--- src/rtl/lfu_cache_replacement_defines.svh ---
// Assertion macros for the LFU cache block.
`ifndef LFU_CACHE_REPLACEMENT_DEFINES_SVH
`define LFU_CACHE_REPLACEMENT_DEFINES_SVH
// Check that an antecedent implies a consequent on the same edge.
`define LFU_ASSERT_IMP(label, clk, rst_n, ante, cons, msg) \
  label: assert property (@(posedge clk) disable iff (!rst_n) (ante) |-> (cons)) \
    else $error(msg);
// Check that an antecedent implies a consequent on the next edge.
`define LFU_ASSERT_NXT(label, clk, rst_n, ante, cons, msg) \
  label: assert property (@(posedge clk) disable iff (!rst_n) (ante) |=> (cons)) \
    else $error(msg);
`endif

--- src/rtl/lfu_pkg.sv ---
// Shared types and constants for the LFU cache block.
`timescale 1ns / 1ps
`default_nettype none
package lfu_pkg;
  localparam int ENTRIES = 16;
  localparam int IDX_W = (ENTRIES > 1) ? $clog2(ENTRIES) : 1;
  localparam int OCC_W = $clog2(ENTRIES + 1);
  localparam int CAP_W = 5;
  localparam logic [0:0] REQ_GET = 1'b0;
  localparam logic [0:0] REQ_PUT = 1'b1;
  localparam logic [0:0] REG_CAPACITY = 1'b0;
  localparam logic [31:0] MISS_VALUE = 32'hFFFF_FFFF;
  localparam logic [31:0] COUNT_MAX = 32'hFFFF_FFFF;

  typedef struct packed {
    logic        req_type;
    logic [31:0] lookup_key;
    logic signed [31:0] write_value;
  } lfu_in_t;

  typedef struct packed {
    logic        hit;
    logic signed [31:0] read_value;
    logic        evicted;
  } lfu_out_t;

  typedef struct packed {
    logic [31:0] key;
    logic [31:0] value;
    logic [31:0] count;
    logic [31:0] stamp;
  } lfu_entry_t;

  typedef struct packed {
    logic             we;
    logic [IDX_W-1:0] waddr;
    lfu_entry_t       wdata;
    logic [IDX_W-1:0] raddr;
  } lfu_mem_req_t;
endpackage
`default_nettype wire

--- src/rtl/lfu_cache_replacement.sv ---
// Top level of the LFU cache with LRU tie break.
`timescale 1ns / 1ps
`default_nettype none
`include "lfu_cache_replacement_defines.svh"
// Each item scans the entry memory one entry per cycle through its single
// read port, then writes any updated entry back and registers the result. The
// result sits in an output register and the input stays stalled until it
// leaves, so a new item is taken only once the last result has been accepted.
// Valid bits are flip-flops cleared at reset; no clearing pass is needed.
module lfu_cache_replacement
  import lfu_pkg::*;
(
  input  wire logic        clk,
  input  wire logic        rst_n,
  input  wire logic        in_valid,
  output logic             in_stall,
  input  wire lfu_in_t     in_data,
  output logic             out_valid,
  input  wire logic        out_stall,
  output lfu_out_t         out_data,
  input  wire logic        psel,
  input  wire logic        penable,
  input  wire logic        pwrite,
  input  wire logic [2:0]  paddr,
  input  wire logic [31:0] pwdata,
  output logic [31:0]      prdata,
  output logic             pready
);
  localparam logic [1:0] ST_IDLE = 2'd0;
  localparam logic [1:0] ST_SCAN = 2'd1;
  localparam logic [1:0] ST_DONE = 2'd2;

  logic [1:0]         state_r, state_nxt;
  logic [CAP_W-1:0]   cap_r;
  logic [ENTRIES-1:0] valid_r;
  logic [OCC_W-1:0]   occ_r;
  logic [31:0]        stamp_r;
  lfu_in_t            req_r;
  logic [IDX_W:0]     cnt_r;
  logic [IDX_W-1:0]   ridx_r;
  logic               found_r;
  logic [IDX_W-1:0]   found_idx_r;
  lfu_entry_t         found_ent_r;
  logic               vic_ok_r;
  logic [IDX_W-1:0]   vic_idx_r;
  logic [31:0]        vic_cnt_r, vic_age_r;
  logic               free_ok_r;
  logic [IDX_W-1:0]   free_idx_r;
  lfu_out_t           out_r;
  logic               out_valid_r;
  lfu_mem_req_t       mreq;
  lfu_entry_t         rdata;
  logic [OCC_W-1:0]   eff_cap;
  logic               start, cfg_we, rd_valid;
  logic [31:0]        age;
  logic [IDX_W-1:0]   cur_idx;
  logic [IDX_W-1:0]   slot;
  logic               do_evict;

  lfu_store u_store (.clk(clk), .req(mreq), .rdata(rdata));

  assign pready = 1'b1;
  assign prdata = {{(32-CAP_W){1'b0}}, cap_r};
  assign cfg_we = psel && penable && pwrite && (paddr[2] == REG_CAPACITY);

  always_comb begin
    if (cap_r == '0) eff_cap = OCC_W'(1);
    else if ({{(32-CAP_W){1'b0}}, cap_r} > 32'(ENTRIES)) eff_cap = OCC_W'(ENTRIES);
    else eff_cap = OCC_W'(cap_r);
  end

  assign in_stall  = (state_r != ST_IDLE) || out_valid_r;
  assign start     = in_valid && !in_stall;
  assign out_valid = out_valid_r;
  assign out_data  = out_r;

  // entry read issued at cnt-1 arrives when cnt in 1..ENTRIES
  assign rd_valid = (state_r == ST_SCAN) && (cnt_r != '0);
  assign cur_idx  = ridx_r;
  assign age      = stamp_r - rdata.stamp;

  always_comb begin
    state_nxt = state_r;
    case (state_r)
      ST_IDLE: if (start) state_nxt = ST_SCAN;
      ST_SCAN: if (cnt_r == (IDX_W+1)'(ENTRIES)) state_nxt = ST_DONE;
      ST_DONE: state_nxt = ST_IDLE;
      default: state_nxt = ST_IDLE;
    endcase
  end

  always_comb begin
    mreq.raddr = (state_r == ST_SCAN && cnt_r < (IDX_W+1)'(ENTRIES)) ?
                 cnt_r[IDX_W-1:0] : '0;
    mreq.we    = 1'b0;
    mreq.waddr = '0;
    mreq.wdata = found_ent_r;
    do_evict   = 1'b0;
    slot       = '0;
    if (state_r == ST_DONE) begin
      if (found_r) begin
        mreq.we = 1'b1;
        mreq.waddr = found_idx_r;
        mreq.wdata.count = (found_ent_r.count == COUNT_MAX) ? COUNT_MAX :
                           found_ent_r.count + 32'd1;
        mreq.wdata.stamp = stamp_r;
        if (req_r.req_type == REQ_PUT) mreq.wdata.value = req_r.write_value;
      end else if (req_r.req_type == REQ_PUT) begin
        mreq.we = 1'b1;
        if (occ_r < eff_cap && free_ok_r) slot = free_idx_r;
        else if (vic_ok_r) begin
          slot = vic_idx_r;
          do_evict = 1'b1;
        end
        mreq.waddr = slot;
        mreq.wdata.key = req_r.lookup_key;
        mreq.wdata.value = req_r.write_value;
        mreq.wdata.count = 32'd1;
        mreq.wdata.stamp = stamp_r;
      end
    end
  end

  always_ff @(posedge clk) begin
    if (!rst_n) begin
      state_r <= ST_IDLE;
      cap_r <= CAP_W'(16);
      valid_r <= '0;
      occ_r <= '0;
      stamp_r <= '0;
      out_valid_r <= 1'b0;
    end else begin
      state_r <= state_nxt;
      if (cfg_we) cap_r <= pwdata[CAP_W-1:0];
      if (out_valid_r && !out_stall) out_valid_r <= 1'b0;
      if (state_r == ST_DONE) begin
        out_valid_r <= 1'b1;
        if (found_r || req_r.req_type == REQ_PUT) stamp_r <= stamp_r + 32'd1;
        if (!found_r && req_r.req_type == REQ_PUT) begin
          valid_r[slot] <= 1'b1;
          if (!do_evict) occ_r <= occ_r + OCC_W'(1);
        end
      end
    end
  end

  always_ff @(posedge clk) begin
    if (start) begin
      req_r <= in_data;
      cnt_r <= '0;
      found_r <= 1'b0;
      vic_ok_r <= 1'b0;
      free_ok_r <= 1'b0;
    end else if (state_r == ST_SCAN) begin
      cnt_r <= cnt_r + (IDX_W+1)'(1);
      ridx_r <= mreq.raddr;
      if (rd_valid) begin
        if (valid_r[cur_idx]) begin
          if (!found_r && rdata.key == req_r.lookup_key) begin
            found_r <= 1'b1;
            found_idx_r <= cur_idx;
            found_ent_r <= rdata;
          end
          if (!vic_ok_r || rdata.count < vic_cnt_r ||
              (rdata.count == vic_cnt_r && age > vic_age_r)) begin
            vic_ok_r <= 1'b1;
            vic_idx_r <= cur_idx;
            vic_cnt_r <= rdata.count;
            vic_age_r <= age;
          end
        end else if (!free_ok_r) begin
          free_ok_r <= 1'b1;
          free_idx_r <= cur_idx;
        end
      end
    end
    if (state_r == ST_DONE) begin
      out_r.hit <= found_r;
      out_r.evicted <= do_evict;
      if (req_r.req_type == REQ_PUT) out_r.read_value <= '0;
      else if (found_r) out_r.read_value <= found_ent_r.value;
      else out_r.read_value <= MISS_VALUE;
    end
  end

  `LFU_ASSERT_IMP(a_no_accept_busy, clk, rst_n, state_r != ST_IDLE, in_stall,
    "item accepted while busy")
  `LFU_ASSERT_NXT(a_done_result, clk, rst_n, state_r == ST_DONE, out_valid_r,
    "no result after scan")
  `LFU_ASSERT_IMP(a_occ_bound, clk, rst_n, 1'b1, occ_r <= OCC_W'(ENTRIES),
    "occupancy above entry count")
endmodule
`default_nettype wire

--- src/rtl/lfu_store.sv ---
// Entry memory holding key, value, use count and last-use stamp.
`timescale 1ns / 1ps
`default_nettype none
module lfu_store
  import lfu_pkg::*;
(
  input  wire logic         clk,
  input  wire lfu_mem_req_t req,
  output lfu_entry_t        rdata
);
  lfu_entry_t mem [ENTRIES];

  always_ff @(posedge clk) begin
    if (req.we) begin
      mem[req.waddr] <= req.wdata;
    end
    rdata <= mem[req.raddr];
  end
endmodule
`default_nettype wire

--- config.mk ---
export PLATFORM = sky130hd
export DESIGN_NAME = lfu_cache_replacement
export DESIGN_NICKNAME = d
export VERILOG_FILES = /design/src/rtl/lfu_pkg.sv /design/src/rtl/lfu_cache_replacement.sv /design/src/rtl/lfu_store.sv
export VERILOG_INCLUDE_DIRS = /design/src /design/src/rtl
export SDC_FILE = /design/constraint.sdc
export NUM_CORES = 2
export LEC_CHECK = 0
export ABC_AREA = 1
export BUFFER_PORTS_ARGS = -buffer_cell sky130_fd_sc_hd__buf_4
export CORE_UTILIZATION = 57
export CTS_CLUSTER_DIAMETER = 80
export DETAILED_ROUTE_END_ITERATION = 16
export PLACE_DENSITY_LB_ADDON = 0.05
export SETUP_SLACK_MARGIN = 0.3
export SLEW_MARGIN = 20
export SYNTH_ARGS = -nofsm -noshare
export SYNTH_HDL_FRONTEND = slang
export SYNTH_SLANG_ARGS = --single-unit
--- constraint.sdc ---
create_clock -name clk -period 8.18 [get_ports clk]
set_clock_uncertainty 0.1 [all_clocks]
set_input_delay 1.227 -clock clk [delete_from_list [all_inputs] [get_ports clk]]
set_output_delay 1.227 -clock clk [all_outputs]
set_load 0.02 [all_outputs]
### After elaboration in Yosys (flattened, before gate mapping)

Memories as Yosys holds them, arrays and structs flattened. A register that Yosys moved wholly into a read port is not among the register bits.
Index checks and enable logic that the tools add are counted.

| word-level totals | value |
|---|---|
| register bits | 376 |
| memory bits (writable) | 2048 |
| word-level logic and storage cells | 122 |
| memories | 1 |

Memory list:

| name | depth | bits a word | read ports | clocked after memory_dff | write ports | RTL line | source |
|---|---|---|---|---|---|---|---|
| u_store.mem | 16 | 128 | 1 | 1 | 1 | lfu_store.sv:11 | `lfu_entry_t mem [ENTRIES];` |

| operators by class | value |
|---|---|
| add/sub/neg operators | 5 |
| $lt $le $gt $ge | 8 |
| eq/ne operators | 8 |
| muxes and demuxes | 32 |
| bitwise logic cells | 6 |
| reduce and logical (&&, ||, !) cells | 36 |

Operator list:

| cell | count |
|---|---|
| $mux 133 | 2 |
| $mux 32 | 4 |
| $mux 96 | 1 |
| $add 32x1->32 const B | 2 |
| $eq 32x32->1 | 2 |
| $eq 32x32->1 const B | 1 |
| $gt 32x32->1 | 1 |
| $lt 32x32->1 | 1 |
| $sub 32x32->32 | 1 |
| $mux 4 | 6 |
| $or 16x16->16 | 1 |
| $mux 5 | 3 |
| $reduce_and 5->1 | 3 |
| $logic_and 1x1->1 | 12 |
| $mux 1 | 11 |
| $add 5x1->5 const B | 2 |
| $lt 4x5->1 const B | 2 |
| $reduce_and 2->1 | 4 |
| $reduce_and 4->1 | 2 |
| $reduce_and 3->1 | 2 |
| $eq 5x5->1 const B | 1 |
| $gt 5x5->1 const B | 1 |
| $logic_not 5->1 | 1 |
| $lt 5x5->1 | 1 |
| other kinds (16) | 28 |

### Depth between registers and ports, before layout

| logic depth | value |
|---|---|
| depth in word-level cells | 14 |
| depth in mapped cells | 22 |
| depth with buffers taken out | 22 |

### Hierarchy

Synthesis repeated with hierarchy kept, for this count alone.

| unflattened totals | value |
|---|---|
| cells, all modules | 10042 |
| area total of the unflattened synthesis | 107787.1 um^2 |

Modules (own cells, without submodules):

| module | instances | cells an instance | area an instance (um^2) | seq. area each (um^2) |
|---|---|---|---|---|
| lfu_store | 1 | 7786 | 87617.8 | 64061.4 |
| lfu_cache_replacement | 1 | 2256 | 20169.3 | 10600.2 |

### Worst setup path before layout

No wires, ideal clock.

| path | value |
|---|---|
| kind | register -> register |
| start point | register cap_r[2] |
| end point | memory u_store.mem[13][0] (netlist bit) (enable) |
| setup time | 0.617 ns |
| arrival | 7.322 ns |
| required time | 7.463 ns |
| path slack | 0.141 ns |
| cell stages (with the launch flop) | 15 |
| buffers on the path | 0 |
| path through | dfxtp_1 -> nor2_1 -> nand2_1 -> nand2_1 -> nand2_1 -> ha_1 -> nand3_1 -> nor2_1 -> nor2_1 -> nand2_1 -> nand2_1 -> nand3_1 -> o21ai_0 -> nand2_1 -> nor2_1 |

| between the ends | value |
|---|---|
| longest elaborated chain between the ends | 9 |
| elaborated cells between the ends (all ways) | 10 |
| those cells by class | 2 x order compare; 6 x mux; 2 x reduce/logical |

Ends and longest elaborated chain:

| item | RTL line | source |
|---|---|---|
| start: declaration | lfu_cache_replacement.sv:34 | `logic [CAP_W-1:0] cap_r;` |
| start signal: assignment | lfu_cache_replacement.sv:134 | `if (cfg_we) cap_r <= pwdata[CAP_W-1:0];` |
| $gt 5x5->1 | lfu_cache_replacement.sv:68 | `else if ({{(32-CAP_W){1'b0}}, cap_r} > 32'(ENTRIES)) eff_cap = OCC_W'(ENTRIES);` |
| $mux 5 | lfu_cache_replacement.sv:68 |  |
| $mux 5 (*) | lfu_cache_replacement.sv:67 | `if (cap_r == '0) eff_cap = OCC_W'(1);` |
| $lt 5x5->1 (*) | lfu_cache_replacement.sv:110 | `if (occ_r < eff_cap && free_ok_r) slot = free_idx_r;` |
| $logic_and 1x1->1 (*) | lfu_cache_replacement.sv:110 |  |
| $mux 4 (*) | lfu_cache_replacement.sv:110 |  |
| $mux 133 (*) | lfu_cache_replacement.sv:108 | `end else if (req_r.req_type == REQ_PUT) begin` |
| $mux 5 (*) | lfu_cache_replacement.sv:101 | `if (found_r) begin` |
| $mux 133 (*) | lfu_cache_replacement.sv:100 | `if (state_r == ST_DONE) begin` |
| end: declaration | lfu_store.sv:11 |  |

Mark *: on every way between the ends. The rest lies on a longest branch, timed or not.

### Worst setup path in the final report

| path | value |
|---|---|
| start point | register found_r |
| end point | memory u_store.mem[1][109] (netlist bit) (enable) |

| between the ends | value |
|---|---|
| longest elaborated chain between the ends | 4 |

Ends and longest elaborated chain:

| item | RTL line | source |
|---|---|---|
| start: declaration | lfu_cache_replacement.sv:41 | `logic found_r;` |
| start signal: assignment | lfu_cache_replacement.sv:151 | `found_r <= 1'b0;` |
| start signal: assignment | lfu_cache_replacement.sv:160 | `found_r <= 1'b1;` |
| $mux 5 (*) | lfu_cache_replacement.sv:101 |  |
| $mux 133 (*) | lfu_cache_replacement.sv:100 |  |
| $mux 1 | lfu_store.sv:14 | `if (req.we) begin` |
| $mux 1 (implied by the code) | lfu_store.sv:15 | `mem[req.waddr] <= req.wdata;` |

Marked as above.

==> impl_results.html <==
<table>
<tr><th>Metric</th><th>Value</th></tr>
<tr><th colspan="2">Status</th></tr>
<tr><td>Result of the run</td><td>completed</td></tr>
<tr><th colspan="2">Place</th></tr>
<tr><td>Half-perimeter wire length after detailed placement</td><td>between 100,000 and 150,000 um</td></tr>
<tr><td>Final weighted congestion of routability-driven global placement</td><td>0.886</td></tr>
<tr><td>Post-Place Cells</td><td>between 10k and 15k</td></tr>
<tr><td>Number of input and output port buffers inserted</td><td>between 100 and 150</td></tr>
<tr><td>Worst slack at placement</td><td>~2.5 ns</td></tr>
<tr><td>Cell Area, Placed</td><td>roughly 0.11 mm^2</td></tr>
<tr><th colspan="2">Clocking</th></tr>
<tr><td>Clock tree root buffer cell</td><td>sky130_fd_sc_hd__clkbuf_16</td></tr>
<tr><td>Worst-path clk slew</td><td>0.06 ns</td></tr>
<tr><td>Clock sink total</td><td>approximately 2.6k</td></tr>
<tr><td>Resized Gates After CTS</td><td>0</td></tr>
<tr><td>Inserted Clock Buffers</td><td>281</td></tr>
<tr><td>Setup bufs post-CTS</td><td>0</td></tr>
<tr><td>Number of buffers inserted by hold repair at cts</td><td>0</td></tr>
<tr><td>Clock tree from TritonCTS</td><td>built</td></tr>
<tr><td>Deepest level of the CTS H-tree</td><td>5</td></tr>
<tr><td>Clock network latency to the later pin of the worst-skew pair</td><td>just over 0.9 ns</td></tr>
<tr><td>Maximum buffer depth of the clock tree</td><td>4</td></tr>
<tr><th colspan="2">Setup path</th></tr>
<tr><td>Critical Path End Type</td><td>register</td></tr>
<tr><td>Critical Path Start Type</td><td>register</td></tr>
<tr><td>Worst-path fanout max</td><td>34</td></tr>
<tr><td>Worst path required time</td><td>roughly 8.6 ns</td></tr>
<tr><td>Data arrival, critical path</td><td>around 6.1 ns</td></tr>
<tr><td>Crit Path Category</td><td>register to register</td></tr>
<tr><th colspan="2">Floorplanning</th></tr>
<tr><td>Area of the core region</td><td>approximately 0.18 mm^2</td></tr>
<tr><td>Die span in x</td><td>429 um</td></tr>
<tr><td>Initial Util</td><td>57.4%</td></tr>
<tr><td>Num ports</td><td>between 150 and 200</td></tr>
<tr><td>Die height</td><td>approximately 430 um</td></tr>
<tr><td>Number of core rows</td><td>156</td></tr>
<tr><td>Area of the die</td><td>between 0.15 and 0.2 mm^2</td></tr>
<tr><th colspan="2">Detailed routing</th></tr>
<tr><td>Vias per cell</td><td>~5.8</td></tr>
<tr><td>Total number of vias</td><td>about 65k</td></tr>
<tr><td>Detailed-route wire length per cell</td><td>about 23 um</td></tr>
<tr><td>Post-Route WL</td><td>259,000 um</td></tr>
<tr><td>Post-detailed-route count of antenna-violating nets</td><td>0</td></tr>
<tr><td>Router iterations before antenna repair</td><td>6</td></tr>
<tr><td>Number of DRC markers after the initial detailed-route iteration</td><td>~6.6k</td></tr>
<tr><td>Post-route DRC</td><td>0</td></tr>
<tr><th colspan="2">Hold path</th></tr>
<tr><td>Path class of the lowest-slack min-delay path</td><td>register to register</td></tr>
<tr><th colspan="2">Final layout</th></tr>
<tr><td>Nets</td><td>between 8k and 9k</td></tr>
<tr><td>Non-Filler Instances</td><td>11.2k</td></tr>
<tr><td>Final cell utilization of the core</td><td>64.0%</td></tr>
<tr><td>Design Area, Final</td><td>between 0.1 and 0.15 mm^2</td></tr>
<tr><td>Fillers</td><td>between 10k and 15k</td></tr>
<tr><td>Area Growth Syn to Fin</td><td>11.5%</td></tr>
<tr><td>Share of post-route cells with drive strength above 1</td><td>8.75%</td></tr>
<tr><th colspan="2">STA</th></tr>
<tr><td>Post-layout min period</td><td>about 5.7 ns</td></tr>
<tr><td>Worst hold margin</td><td>0.296 ns</td></tr>
<tr><td>Final Worst Setup Slack</td><td>~2.5 ns</td></tr>
<tr><td>Rel. slew slack</td><td>24.1%</td></tr>
<tr><td>Total negative slack</td><td>0 ns</td></tr>
<tr><td>Slew of the pin with the lowest slew margin</td><td>~1.1 ns</td></tr>
<tr><td>Hold Violations, Final</td><td>0</td></tr>
<tr><td>Setup repair after global routing missed its margin</td><td>false</td></tr>
<tr><td>Final period util</td><td>69.3%</td></tr>
<tr><td>Maximum clock rate</td><td>176 MHz</td></tr>
<tr><td>Setup violation total in the final timing report</td><td>0</td></tr>
<tr><td>Max Slew Vio Count</td><td>0</td></tr>
<tr><th colspan="2">Synthesis</th></tr>
<tr><td>EDFF count, synth</td><td>roughly 2.4k</td></tr>
<tr><td>Library cells used by synthesis</td><td>51</td></tr>
<tr><td>Mean post-synth cell area</td><td>approximately 12 um^2</td></tr>
<tr><td>Area leader, netlist</td><td>sky130_fd_sc_hd__edfxtp_1</td></tr>
<tr><td>Count of mapped cells out of synthesis</td><td>roughly 8.5k</td></tr>
<tr><td>Top flip-flop cell by instance count after synthesis</td><td>sky130_fd_sc_hd__edfxtp_1</td></tr>
<tr><td>Share of synthesized area occupied by flip-flops and latches</td><td>a little under three quarters</td></tr>
<tr><td>Post-synth design cell area</td><td>just over 0.1 mm^2</td></tr>
<tr><td>Count of warnings emitted by yosys</td><td>0</td></tr>
<tr><td>Share of synthesized flip-flops with an asynchronous set or reset</td><td>0%</td></tr>
<tr><td>Most area-consuming cells after synthesis</td><td>sky130_fd_sc_hd__edfxtp_1, sky130_fd_sc_hd__o21ai_0, sky130_fd_sc_hd__dfxtp_1, sky130_fd_sc_hd__nor2_1, sky130_fd_sc_hd__nand2_1</td></tr>
<tr><td>Flops &amp; latches, synth</td><td>~2.6k</td></tr>
<tr><td>Synth top area share</td><td>about two thirds</td></tr>
<tr><th colspan="2">Power and ir drop</th></tr>
<tr><td>Power density cells</td><td>235 mW/mm^2</td></tr>
<tr><td>Power after layout</td><td>~27 mW</td></tr>
<tr><td>Peak VDD IR</td><td>approximately 0.00022 V</td></tr>
<tr><td>Leakage dissipation</td><td>around 40 nW</td></tr>
<tr><th colspan="2">Global route</th></tr>
<tr><td>Most congested layer reported by global routing</td><td>met2</td></tr>
<tr><td>Global-route wire length before repair</td><td>about 390,000 um</td></tr>
<tr><td>Initial antenna violation count</td><td>3</td></tr>
<tr><td>Met2 track utilization from global routing</td><td>about 45%</td></tr>
<tr><td>Total gr overflow</td><td>0</td></tr>
<tr><td>Largest net degree at the start of global routing</td><td>around 270</td></tr>
<tr><td>Met3 demand-to-capacity share in global routing</td><td>under 10%</td></tr>
<tr><td>Vias in the first global route</td><td>slightly above 60k</td></tr>
<tr><td>Global-route usage over all layers</td><td>roughly 28%</td></tr>
<tr><td>Met1 capacity usage during global routing</td><td>between 30% and 40%</td></tr>
<tr><th colspan="2">Run</th></tr>
<tr><td>Total of max-cap violations</td><td>0</td></tr>
</table>
[report_power, final]
part           total, mW  leakage, nW  switching, mW  internal [mW]
Clock               12.0         4.26           4.87           7.13
Combinational      0.972         13.3          0.668          0.304
Sequential          14.2         22.8         0.0644           14.2
Total               27.2         40.4           5.60           21.6
[per-layer routing]
metal | share of wire, % | vias up
met1 | 44 | 31888
li1 | - | 30443
met5 | 0.013 | -
met4 | 2.8 | 6
met2 | 48 | 2000
met3 | 5.8 | 479
[state kept, by name, summed over array words and instances, names as in the netlist]
name / cells
cap_r: 5
cnt_r: 5
cur_idx: 4
found_ent_r: 128
found_idx_r: 4
found_r: 1
free_idx_r: 4
free_ok_r: 1
occ_r: 5
out_data: 34
out_valid: 1
req_r: 65
stamp_r: 32
state_r: 2
u_store.mem: 2048
u_store.rdata: 128
valid_r: 16
vic_age_r: 32
vic_cnt_r: 32
vic_idx_r: 4
vic_ok_r: 1
[synth_stat cells, types with 3 or more instances]
cell                          n
sky130_fd_sc_hd__edfxtp_1  2355
sky130_fd_sc_hd__o21ai_0   1052
sky130_fd_sc_hd__nor2_1    1034
sky130_fd_sc_hd__nand2_1    809
sky130_fd_sc_hd__inv_1      701
sky130_fd_sc_hd__o21ai_1    405
sky130_fd_sc_hd__o211ai_1   338
sky130_fd_sc_hd__a21oi_1    323
sky130_fd_sc_hd__nand3_1    291
sky130_fd_sc_hd__buf_2      206
sky130_fd_sc_hd__dfxtp_1    197
sky130_fd_sc_hd__clkbuf_1   193
sky130_fd_sc_hd__ha_1       104
sky130_fd_sc_hd__o21bai_1    92
sky130_fd_sc_hd__nor3_1      54
sky130_fd_sc_hd__buf_4       51
sky130_fd_sc_hd__o211ai_2    48
sky130_fd_sc_hd__xor2_1      44
sky130_fd_sc_hd__buf_6       29
sky130_fd_sc_hd__nand4_1     25
sky130_fd_sc_hd__o22ai_1     21
sky130_fd_sc_hd__buf_1       18
sky130_fd_sc_hd__xnor2_1     14
sky130_fd_sc_hd__a21o_1       9
sky130_fd_sc_hd__or2_2        8
sky130_fd_sc_hd__o21a_1       7
sky130_fd_sc_hd__a31oi_1      6
sky130_fd_sc_hd__a21boi_0     4
sky130_fd_sc_hd__inv_2        4
sky130_fd_sc_hd__nand3b_1     4
sky130_fd_sc_hd__nor3b_1      4
sky130_fd_sc_hd__clkbuf_2     3
sky130_fd_sc_hd__nor2_2       3
sky130_fd_sc_hd__nor4_1       3
[cell type report]
type                            count  area (um^2)  share of cell area [%]
Multi-Input combinational cell   4749        24300                    21.0
Sequential cell                  2552        74700                    64.5
Timing Repair Buffer              293         2510                    2.17
Clock buffer                      400         7970                    6.88
Antenna cell                        1         2.50                 0.00216
Clock inverter                     86          709                   0.613
Tap cell                         2370         2970                    2.56
Inverter                          707         2700                    2.33
[path summary, 6_finish.rpt]
kind                                   startpoint                  end  slack [ns]  cells past startpoint
worst min register to register  u_store.rdata[83]      found_ent_r[83]        0.30                      0
worst max-delay path                      found_r  u_store.mem[1][109]        2.51                      9
worst min-delay path            u_store.rdata[83]      found_ent_r[83]        0.30                      0
worst max register to register            found_r  u_store.mem[1][109]        2.51                      9
[critical path, stage by stage, from the launching register on]
cell and delay, ns:
sky130_fd_sc_hd__dfxtp_2 0.65, sky130_fd_sc_hd__buf_4 0.54, sky130_fd_sc_hd__inv_1 0.25, sky130_fd_sc_hd__nor2_2 0.16, sky130_fd_sc_hd__buf_4 0.31, sky130_fd_sc_hd__inv_1 0.28
sky130_fd_sc_hd__o21ai_0 0.70, sky130_fd_sc_hd__nand2_1 0.42, sky130_fd_sc_hd__nor2_4 0.97, sky130_fd_sc_hd__buf_4 0.73
[layout by cell type, fill, tap and decap left out, types with 28 or more instances in the layout]
master and count:
sky130_fd_sc_hd__edfxtp_1 2355, sky130_fd_sc_hd__o21ai_0 1043, sky130_fd_sc_hd__nor2_1 1014, sky130_fd_sc_hd__nand2_1 809
sky130_fd_sc_hd__inv_1 696, sky130_fd_sc_hd__o21ai_1 411, sky130_fd_sc_hd__o211ai_1 338, sky130_fd_sc_hd__a21oi_1 322
sky130_fd_sc_hd__nand3_1 291, sky130_fd_sc_hd__clkbuf_16 289, sky130_fd_sc_hd__buf_4 268, sky130_fd_sc_hd__dfxtp_1 196
sky130_fd_sc_hd__ha_1 104, sky130_fd_sc_hd__o21bai_1 92, sky130_fd_sc_hd__clkbuf_1 79, sky130_fd_sc_hd__nor3_1 54
sky130_fd_sc_hd__o211ai_2 48, sky130_fd_sc_hd__xor2_1 44, sky130_fd_sc_hd__clkinv_1 35, sky130_fd_sc_hd__clkinv_2 34
sky130_fd_sc_hd__clkbuf_8 32, sky130_fd_sc_hd__conb_1 28
[cells by family after synthesis]
kind of cell / share of synthesized area (%)
other cells: 0.00723
flops: 71.9
compound gates: 12.6
simple gates: 8.74
fa+ha+maj: 1.27
buf+inv: 5.01
xor+xnor: 0.489
Note: power is estimated with default switching activity, not from simulation.
